===== config.mk =====
export PLATFORM = sky130hd
export DESIGN_NAME = stroke_point_smoother
export DESIGN_NICKNAME = d
export VERILOG_FILES = /design/src/rtl/core/sps_pkg.sv /design/src/rtl/core/sps_sqrt.sv /design/src/rtl/core/sps_cordic.sv /design/src/rtl/core/stroke_point_smoother.sv
export SDC_FILE = /design/constraint.sdc
export NUM_CORES = 2
export LEC_CHECK = 0
export ABC_AREA = 1
export ABC_CLOCK_PERIOD_IN_PS = 10700
export BUFFER_PORTS_ARGS = -buffer_cell sky130_fd_sc_hd__buf_2
export CAP_MARGIN = 20
export CORE_ASPECT_RATIO = 1.25
export CORE_MARGIN = 2
export CORE_UTILIZATION = 35
export DETAILED_ROUTE_END_ITERATION = 8
export PLACE_DENSITY = 0.49
export SETUP_SLACK_MARGIN = 0.02
export SYNTH_ARGS = -nofsm -noshare
export SYNTH_HDL_FRONTEND = slang
export SYNTH_SLANG_ARGS = --single-unit

===== constraint.sdc =====
create_clock -name clk -period 10.7 [get_ports clk]
set_input_delay 1.605 -clock clk [delete_from_list [all_inputs] [get_ports clk]]
set_output_delay 1.605 -clock clk [all_outputs]
set_load 0.005 [all_outputs]

===== src/rtl/core/sps_pkg.sv =====
`timescale 1ns / 1ps
// sps_pkg: request types, segment kind codes and the CORDIC arctangent table.
// No dependencies; used by sps_cordic, stroke_point_smoother and tb.
package sps_pkg;

	localparam logic [1:0] KIND_START = 2'd0;
	localparam logic [1:0] KIND_LINE  = 2'd1;
	localparam logic [1:0] KIND_QUAD  = 2'd2;

	localparam int ATAN_ENTRIES = 24;
	localparam logic [12:0] FULL_TURN16 = 13'd5760;

	// atan(2^-i) in units of 2^-20 degree
	localparam logic [25:0] ATAN_DEG20 [ATAN_ENTRIES] = '{
		26'd47185920, 26'd27855475, 26'd14718068, 26'd7471121, 26'd3750058,
		26'd1876857, 26'd938658, 26'd469357, 26'd234682, 26'd117342,
		26'd58671, 26'd29335, 26'd14668, 26'd7334, 26'd3667, 26'd1833,
		26'd917, 26'd458, 26'd229, 26'd115, 26'd57, 26'd29, 26'd14, 26'd7
	};

	typedef struct packed {
		logic signed [15:0] point_x;
		logic signed [15:0] point_y;
		logic               stroke_start;
	} point_t;

	typedef struct packed {
		logic [1:0]         segment_kind;
		logic signed [15:0] from_x;
		logic signed [15:0] from_y;
		logic signed [15:0] ctrl_x;
		logic signed [15:0] ctrl_y;
		logic signed [15:0] to_x;
		logic signed [15:0] to_y;
	} segment_t;

endpackage


===== src/rtl/core/sps_sqrt.sv =====
`timescale 1ns / 1ps
// sps_sqrt: bit-pair iterative square root with round to nearest.
// Depends on nothing but the clock and reset.
module sps_sqrt (
	input  logic        clk,
	input  logic        arst_n,
	input  logic        start,
	input  logic [34:0] radicand,
	output logic        done,
	output logic [16:0] root
);
	logic [34:0] rem_q;
	logic [34:0] r_q;
	logic [4:0]  cnt_q;
	logic        busy_q;
	logic        done_q;
	logic [34:0] bit_w;
	logic [34:0] trial;

	assign bit_w = 35'd1 << {cnt_q, 1'b0};
	assign trial = r_q + bit_w;

	always_ff @(posedge clk or negedge arst_n) begin
		if (!arst_n) begin
			busy_q <= 1'b0;
			done_q <= 1'b0;
			cnt_q  <= '0;
		end else if (start) begin
			busy_q <= 1'b1;
			done_q <= 1'b0;
			cnt_q  <= 5'd16;
		end else if (busy_q) begin
			if (cnt_q == 5'd0) begin
				busy_q <= 1'b0;
				done_q <= 1'b1;
			end else begin
				cnt_q <= cnt_q - 5'd1;
			end
		end
	end

	always_ff @(posedge clk) begin
		if (start) begin
			rem_q <= radicand;
			r_q   <= '0;
		end else if (busy_q) begin
			if (rem_q >= trial) begin
				rem_q <= rem_q - trial;
				r_q   <= (r_q >> 1) + bit_w;
			end else begin
				r_q <= r_q >> 1;
			end
		end
	end

	assign done = done_q;
	assign root = (rem_q > r_q) ? 17'(r_q + 35'd1) : r_q[16:0];
endmodule


===== src/rtl/core/sps_cordic.sv =====
`timescale 1ns / 1ps
// sps_cordic: iterative CORDIC vectoring, one rotation per cycle, angle out
// in 1/16 degree. Depends on sps_pkg for the arctangent table.
module sps_cordic #(
	parameter int STEPS = 16
) (
	input  logic               clk,
	input  logic               arst_n,
	input  logic               start,
	input  logic signed [16:0] dx,
	input  logic signed [16:0] dy,
	output logic               done,
	output logic [12:0]        angle
);
	import sps_pkg::*;

	localparam int IW = $clog2(STEPS);

	logic signed [27:0] vx_q, vy_q;
	logic signed [31:0] z_q;
	logic [IW-1:0]      i_q;
	logic               busy_q, done_q, zero_q;
	logic signed [27:0] vx0, vy0, sx, sy;
	logic signed [31:0] atan_w, zp, zc;
	logic [13:0]        a_raw;

	assign vx0 = 28'(dx) <<< 8;
	assign vy0 = -(28'(dy) <<< 8);
	assign sx  = vx_q >>> i_q;
	assign sy  = vy_q >>> i_q;
	assign atan_w = 32'(ATAN_DEG20[5'(i_q)]);

	always_ff @(posedge clk or negedge arst_n) begin
		if (!arst_n) begin
			busy_q <= 1'b0;
			done_q <= 1'b0;
			i_q    <= '0;
		end else if (start) begin
			busy_q <= 1'b1;
			done_q <= 1'b0;
			i_q    <= '0;
		end else if (busy_q) begin
			if (i_q == IW'(STEPS - 1)) begin
				busy_q <= 1'b0;
				done_q <= 1'b1;
			end else begin
				i_q <= i_q + IW'(1);
			end
		end
	end

	always_ff @(posedge clk) begin
		if (start) begin
			zero_q <= (dx == 17'sd0) && (dy == 17'sd0);
			if (vx0 < 0) begin
				vx_q <= -vx0;
				vy_q <= -vy0;
				z_q  <= 32'sd188743680;
			end else begin
				vx_q <= vx0;
				vy_q <= vy0;
				z_q  <= '0;
			end
		end else if (busy_q) begin
			if (vy_q > 0) begin
				vx_q <= vx_q + sy;
				vy_q <= vy_q - sx;
				z_q  <= z_q + atan_w;
			end else begin
				vx_q <= vx_q - sy;
				vy_q <= vy_q + sx;
				z_q  <= z_q - atan_w;
			end
		end
	end

	always_comb begin
		zp = (z_q < 0) ? z_q + 32'sd377487360 : z_q;
		zc = (zp < 0) ? 32'sd0 : zp;
		a_raw = 14'((zc + 32'sd32768) >>> 16);
		if (zero_q)
			angle = '0;
		else if (a_raw >= 14'(FULL_TURN16))
			angle = 13'(a_raw - 14'(FULL_TURN16));
		else
			angle = a_raw[12:0];
	end

	assign done = done_q;
endmodule


===== src/rtl/core/stroke_point_smoother.sv =====
`timescale 1ns / 1ps
// stroke_point_smoother: top level, sequencer, state and output register.
// Depends on sps_pkg, sps_sqrt and sps_cordic.
//
//  channel  | handshake            | payload
//  ---------+----------------------+------------------------
//  in       | in_valid / in_stall  | in_data  (point_t)
//  out      | out_valid / out_stall| out_data (segment_t)
//  cfg      | cfg_valid / cfg_ready| cfg_data (min_dist)
//
// A stroke start point goes from IDLE straight to FIN; any other point passes SQ1,
// SQ2, RUN and FIN, RUN waiting for the 17-step root and the CORDIC run side by side.
// One request at a time: in_stall is high from acceptance until done.
// A held result under out_stall blocks only the finish of the next request.
// Reset clears the state to no point seen and min_dist to 16.
module stroke_point_smoother #(
	parameter int ANGLE_THRESHOLD_SIXTEENTHS = 480,
	parameter int CORDIC_STEPS = 16
) (
	input  logic              clk,
	input  logic              arst_n,
	input  logic              in_valid,
	output logic              in_stall,
	input  sps_pkg::point_t   in_data,
	output logic              out_valid,
	input  logic              out_stall,
	output sps_pkg::segment_t out_data,
	input  logic              cfg_valid,
	output logic              cfg_ready,
	input  logic [15:0]       cfg_data
);
	import sps_pkg::*;

	localparam logic [2:0] ST_IDLE = 3'd0;
	localparam logic [2:0] ST_SQ1  = 3'd1;
	localparam logic [2:0] ST_SQ2  = 3'd2;
	localparam logic [2:0] ST_RUN  = 3'd3;
	localparam logic [2:0] ST_FIN  = 3'd4;

	logic [2:0]         state_q;
	logic [15:0]        min_dist_q;
	logic [1:0]         point_index_q;
	logic signed [15:0] last_x_q, last_y_q, pen_x_q, pen_y_q, x_q, y_q;
	logic [12:0]        last_angle_q;
	logic [15:0]        run_length_q;
	logic signed [16:0] dx_q, dy_q;
	logic [33:0]        sq_q;
	logic               first_q;
	logic               out_valid_q;
	segment_t           out_q;

	logic               accept, sq_go, sqrt_done, cordic_done;
	logic [34:0]        radicand;
	logic [16:0]        len;
	logic [12:0]        ang;
	logic signed [16:0] sq_op;
	logic signed [33:0] prod;
	logic [17:0]        run_sum;
	logic [15:0]        run_sat;
	logic signed [13:0] adiff;
	logic [13:0]        amag;
	logic signed [16:0] mx_w, my_w;
	logic               emit, out_free, fin_go;
	segment_t           seg;

	assign accept   = in_valid && !in_stall;
	assign in_stall = (state_q != ST_IDLE);
	assign cfg_ready = 1'b1;
	// one squarer, dx in SQ1 and dy in SQ2
	assign sq_op    = (state_q == ST_SQ1) ? dx_q : dy_q;
	assign prod     = sq_op * sq_op;
	assign radicand = 35'(sq_q) + 35'(unsigned'(prod));
	assign sq_go    = (state_q == ST_SQ2);

	sps_sqrt u_sqrt (
		.clk(clk), .arst_n(arst_n), .start(sq_go), .radicand(radicand),
		.done(sqrt_done), .root(len)
	);

	sps_cordic #(.STEPS(CORDIC_STEPS)) u_cordic (
		.clk(clk), .arst_n(arst_n), .start(sq_go), .dx(dx_q), .dy(dy_q),
		.done(cordic_done), .angle(ang)
	);

	always_comb begin
		run_sum = 18'(run_length_q) + 18'(len);
		run_sat = (run_sum > 18'd65535) ? 16'hFFFF : run_sum[15:0];
		adiff   = 14'(ang) - 14'(last_angle_q);
		amag    = (adiff < 0) ? 14'(-adiff) : 14'(adiff);
		mx_w    = (17'(last_x_q) + 17'(x_q)) >>> 1;
		my_w    = (17'(last_y_q) + 17'(y_q)) >>> 1;
		seg     = '0;
		emit    = 1'b0;
		if (first_q) begin
			emit = 1'b1;
			seg.segment_kind = KIND_START;
			seg.from_x = x_q;
			seg.from_y = y_q;
			seg.to_x   = x_q;
			seg.to_y   = y_q;
		end else begin
			seg.from_x = pen_x_q;
			seg.from_y = pen_y_q;
			seg.to_x   = mx_w[15:0];
			seg.to_y   = my_w[15:0];
			if (point_index_q == 2'd1) begin
				emit = (run_sat >= min_dist_q);
				seg.segment_kind = KIND_LINE;
			end else begin
				emit = (run_sat >= min_dist_q) ||
					(amag > 14'(ANGLE_THRESHOLD_SIXTEENTHS));
				seg.segment_kind = KIND_QUAD;
				seg.ctrl_x = last_x_q;
				seg.ctrl_y = last_y_q;
			end
		end
	end

	assign out_free = !out_valid_q || !out_stall;
	assign fin_go   = (state_q == ST_FIN) && (!emit || out_free);

	always_ff @(posedge clk or negedge arst_n) begin
		if (!arst_n) begin
			state_q       <= ST_IDLE;
			min_dist_q    <= 16'd16;
			point_index_q <= 2'd0;
			last_x_q      <= '0;
			last_y_q      <= '0;
			pen_x_q       <= '0;
			pen_y_q       <= '0;
			last_angle_q  <= '0;
			run_length_q  <= '0;
			out_valid_q   <= 1'b0;
		end else begin
			if (cfg_valid && cfg_ready)
				min_dist_q <= cfg_data;
			if (fin_go && emit)
				out_valid_q <= 1'b1;
			else if (!out_stall)
				out_valid_q <= 1'b0;
			unique case (state_q)
				ST_IDLE: begin
					if (accept)
						state_q <= (in_data.stroke_start || point_index_q == 2'd0) ?
							ST_FIN : ST_SQ1;
				end
				ST_SQ1: state_q <= ST_SQ2;
				ST_SQ2: state_q <= ST_RUN;
				ST_RUN: begin
					if (sqrt_done && cordic_done)
						state_q <= ST_FIN;
				end
				ST_FIN: begin
					if (fin_go) begin
						state_q <= ST_IDLE;
						last_x_q <= x_q;
						last_y_q <= y_q;
						if (first_q) begin
							point_index_q <= 2'd1;
							pen_x_q       <= x_q;
							pen_y_q       <= y_q;
							last_angle_q  <= '0;
							run_length_q  <= '0;
						end else begin
							point_index_q <= 2'd2;
							last_angle_q  <= ang;
							run_length_q  <= emit ? 16'd0 : run_sat;
							if (emit) begin
								pen_x_q <= mx_w[15:0];
								pen_y_q <= my_w[15:0];
							end
						end
					end
				end
				default: state_q <= ST_IDLE;
			endcase
		end
	end

	always_ff @(posedge clk) begin
		if (accept) begin
			x_q     <= in_data.point_x;
			y_q     <= in_data.point_y;
			first_q <= in_data.stroke_start || (point_index_q == 2'd0);
			dx_q    <= 17'(in_data.point_x) - 17'(last_x_q);
			dy_q    <= 17'(in_data.point_y) - 17'(last_y_q);
		end
		if (state_q == ST_SQ1)
			sq_q <= unsigned'(prod);
		if (fin_go && emit)
			out_q <= seg;
	end

	assign out_valid = out_valid_q;
	assign out_data  = out_q;

	a_one_at_a_time: assert property (@(posedge clk) disable iff (!arst_n)
		accept |=> in_stall)
		else $error("input taken while busy");

	a_kind_legal: assert property (@(posedge clk) disable iff (!arst_n)
		out_valid |-> (out_data.segment_kind == KIND_START ||
			out_data.segment_kind == KIND_LINE || out_data.segment_kind == KIND_QUAD))
		else $error("illegal segment kind");

	a_line_no_ctrl: assert property (@(posedge clk) disable iff (!arst_n)
		(out_valid && out_data.segment_kind != KIND_QUAD) |->
			(out_data.ctrl_x == 16'sd0 && out_data.ctrl_y == 16'sd0))
		else $error("control point set on non-quadratic segment");

	a_fin_only_when_done: assert property (@(posedge clk) disable iff (!arst_n)
		(state_q == ST_RUN && !(sqrt_done && cordic_done)) |=> (state_q == ST_RUN))
		else $error("left run before units finished");
endmodule


==> impl_metrics.json <==
{
  "status": "completed",
  "synth-adder-area-share_pct": 22.06,
  "syn_nets": 7453,
  "ys_warn_count": 0,
  "cp_max_fo": 27,
  "min_period_ps": 9946,
  "post_cts_buffers": 0,
  "start_util_pct": 35.26,
  "synth_compound_area_share_pct": 15.37,
  "cts_buffers": 58,
  "critPathKind": "flop to flop",
  "synth_top_area_share_pct": 19.21,
  "finalSetupViolCount": 0,
  "clk_latency_ps": 710,
  "synth_top_family_by_area": "adder cells",
  "synth_mux_area_share_pct": 0.4997,
  "synthTopCellsByCount": "nand2_1 (1469), inv_1 (1069), o21ai_0 (561), nor2_1 (534), a21oi_1 (507)",
  "wire_per_inst_um": 18.29,
  "fp.dieW_um": 343.2,
  "ant_nets": 0,
  "final_hold_viol_count": 0,
  "layout-drive-gt1-share_pct": 6.323,
  "gp_congestion": 0.9035,
  "synthesis.area_um2": 50330,
  "synthFlopType": "edfxtp_1",
  "first_global_vias": 43940,
  "hp-class": "flop to flop",
  "vias": 43950,
  "endpoint_kind": "flop",
  "htree_levels": 2,
  "overflow": 0,
  "clkTransAtPathRegs_ps": 60,
  "async_reset_ff_share_pct": 26.39,
  "antenna_found_initial": 5,
  "grt_max_degree": 81,
  "tightest_slew_ps": 1033,
  "critical-path-max-stage-delay_ps": 570,
  "crit_arrival_ps": 10410,
  "cp-start-kind": "flop",
  "post-synth-top-count-cell": "nand2_1",
  "yosysSeqAreaShare_pct": 26.97,
  "tns_ps": 0,
  "rsz0062_at_grt": "false",
  "cts_tree": "built",
  "dieArea_um2": 146900,
  "avgSynthCellArea_um2": 7.533,
  "synthSimpleGateAreaFrac_pct": 20.56,
  "hpwl_mm": 127.1,
  "grt_pass1_wl_mm": 249.1,
  "synth_enable_flop_cells": 322,
  "synth-xor-area-share_pct": 4.786,
  "route.detailed.drc": 0,
  "drt_iter0_drc": 2645,
  "cap_violations": 0,
  "boundaryPins": 155,
  "clock.fmax_mhz": 100.5,
  "track_usage_pct": 21.48,
  "wl_mm": 159.4,
  "vias_per_cell": 5.040,
  "ff2ff_path_depth": 40,
  "finClkSkew_ps": 64.64,
  "fin_crit_sh_pct": 92.95,
  "synthCells": 6681,
  "hold_depth": 2,
  "clk_path_buf_depth": 3,
  "core_area_um2": 142700,
  "critPathSlowestCell": "o21ai_0",
  "synth_top_area_cell": "edfxtp_1",
  "rows": 155,
  "layout.nets": 7554,
  "slew_headroom_pct": 30.50,
  "ys_ff_latch": 485,
  "area_growth_pct": 9.755,
  "cts_num_sinks": 485,
  "synth.distinct_cells": 69,
  "portBuffers": 153,
  "synth_area_leaders": "edfxtp_1 (19%), fa_1 (11%), nand2_1 (11%)",
  "die_h_um": 428.0,
  "first_pass_iters": 6,
  "slew_viol_final": 0,
  "cts-root-buf": "clkbuf_16",
  "crit_required_ps": 11160
}
-- cells in the final DEF (no fill, tap or decap), drive strengths merged, types with 14 or more instances in the layout --
cell type	synthesis	routed
buf	69	216
nand4	78	78
a21oi	510	510
mux2i	24	24
ha	436	436
a31oi	33	33
dfrtp	127	127
clkinv	7	25
inv	1080	1086
nor2	546	546
nor4	23	23
o211ai	18	18
nand2	1491	1491
o21a	29	29
o221ai	20	20
nor3	80	80
o21ai	670	670
dfxtp	35	35
a21o	15	15
xor2	186	186
a211oi	14	14
o21bai	30	30
nand3	228	228
xnor2	89	89
edfxtp	322	322
clkbuf	106	65
fa	282	282
or2	32	32
a21boi	23	23
-- state kept, by name, summed over array words and instances (netlist names), 5 cells and up --
| signal | cells |
|---|---|
| last_x_q | 16 |
| sq_q | 33 |
| y_q | 16 |
| last_angle_q | 13 |
| u_sqrt.rem_q | 35 |
| last_y_q | 16 |
| u_sqrt.cnt_q | 5 |
| u_sqrt.r_q | 35 |
| u_cordic.vy_q | 28 |
| x_q | 16 |
| run_length_q | 16 |
| min_dist_q | 16 |
| dy_q | 17 |
| pen_y_q | 16 |
| u_cordic.z_q | 32 |
| u_cordic.vx_q | 28 |
| out_data | 98 |
| dx_q | 17 |
| pen_x_q | 16 |
-- stage by stage --
step | util [%] | setup slack [ps] | instance area (µm²) | std cells | hold WS, ps
finish | 38.70 | 753.8 | 55240 | 8719 | 478.4
global route | 38.70 | 101.4 | 55240 | 8718 | 495.5
CTS | 38.69 | 747.3 | 55230 | 8716 | 482.1
detailed placement | 37.24 | 761.1 | 53150 | 8606 | 465.0
global placement | 37.24 | 1010 | 53150 | 8606 | 461.5
floorplan | - | 579.9 | 50330 | 6681 | 448.9
-- what timing repair did --
action | CTS | global route
resized for setup | 0 | 2
setup endpoints to repair | 0 | 2
hold buffers | 0 | 0
-- routing by layer --
layer / share of wire (%) / vias to the layer above / track usage, %
met5: 0.016 / - / 0
met4: 3.0 / 4 / 6.350
met3: 3.2 / 193 / 1.957
met2: 50 / 818 / 38.45
met1: 43 / 20780 / 27.18
li1: - / 22150 / -
-- area by class of cell --
cell class | instances | area, µm²
Inverter | 1087 | 4091
Timing Repair Buffer | 216 | 1245
Clock inverter | 45 | 589.3
Tap cell | 1884 | 2357
Multi-Input combinational cell | 4934 | 31880
Fill cell | 15210 | 87500
Sequential cell | 485 | 13580
Clock buffer | 65 | 1488
Antenna cell | 3 | 7.507
-- worst max-delay path: cells and delay by family, from the launching register on --
kind                       cells  cell delay [ps]
adders and majority gates      8             3720
AOI/OAI and AO/OA              8             2040
and+or+nand+nor               14             1760
buffers and inverters          9             1460
DFF                            1              450
xor gates and xnor gates       1              260
-- cell families (layout without fill, tap and decap cells) --
group / count (synthesis) / in the layout
simple gates: 2504 / 2504
compound gates: 1411 / 1411
buf+inv: 1262 / 1413
fa+ha+maj: 718 / 718
flops: 485 / 485
xor+xnor: 275 / 275
mux: 25 / 25
other cells: 1 / 4
-- path summary, 6_finish.rpt --
| path | startpoint | end | slack [ps] |
|---|---|---|---|
| setup reg to reg | state_q[2]$_DFFE_PN0P_ | u_sqrt.rem_q[34]$_DFFE_PP_ | 750 |
| hold reg to reg | pen_y_q[5]$_DFFE_PN0P_ | pen_y_q[5]$_DFFE_PN0P_ | 480 |
| max in group asynchronous | arst_n | u_cordic.i_q[3]$_DFFE_PN0P_ | 8310 |
| min in group asynchronous | arst_n | pen_y_q[7]$_DFFE_PN0P_ | 920 |
| setup / recovery | state_q[2]$_DFFE_PN0P_ | u_sqrt.rem_q[34]$_DFFE_PP_ | 750 |
| hold / removal | pen_y_q[5]$_DFFE_PN0P_ | pen_y_q[5]$_DFFE_PN0P_ | 480 |
Power is not shown: default switching activity piles up to over one toggle a cycle in this logic, so the estimate is an artifact.
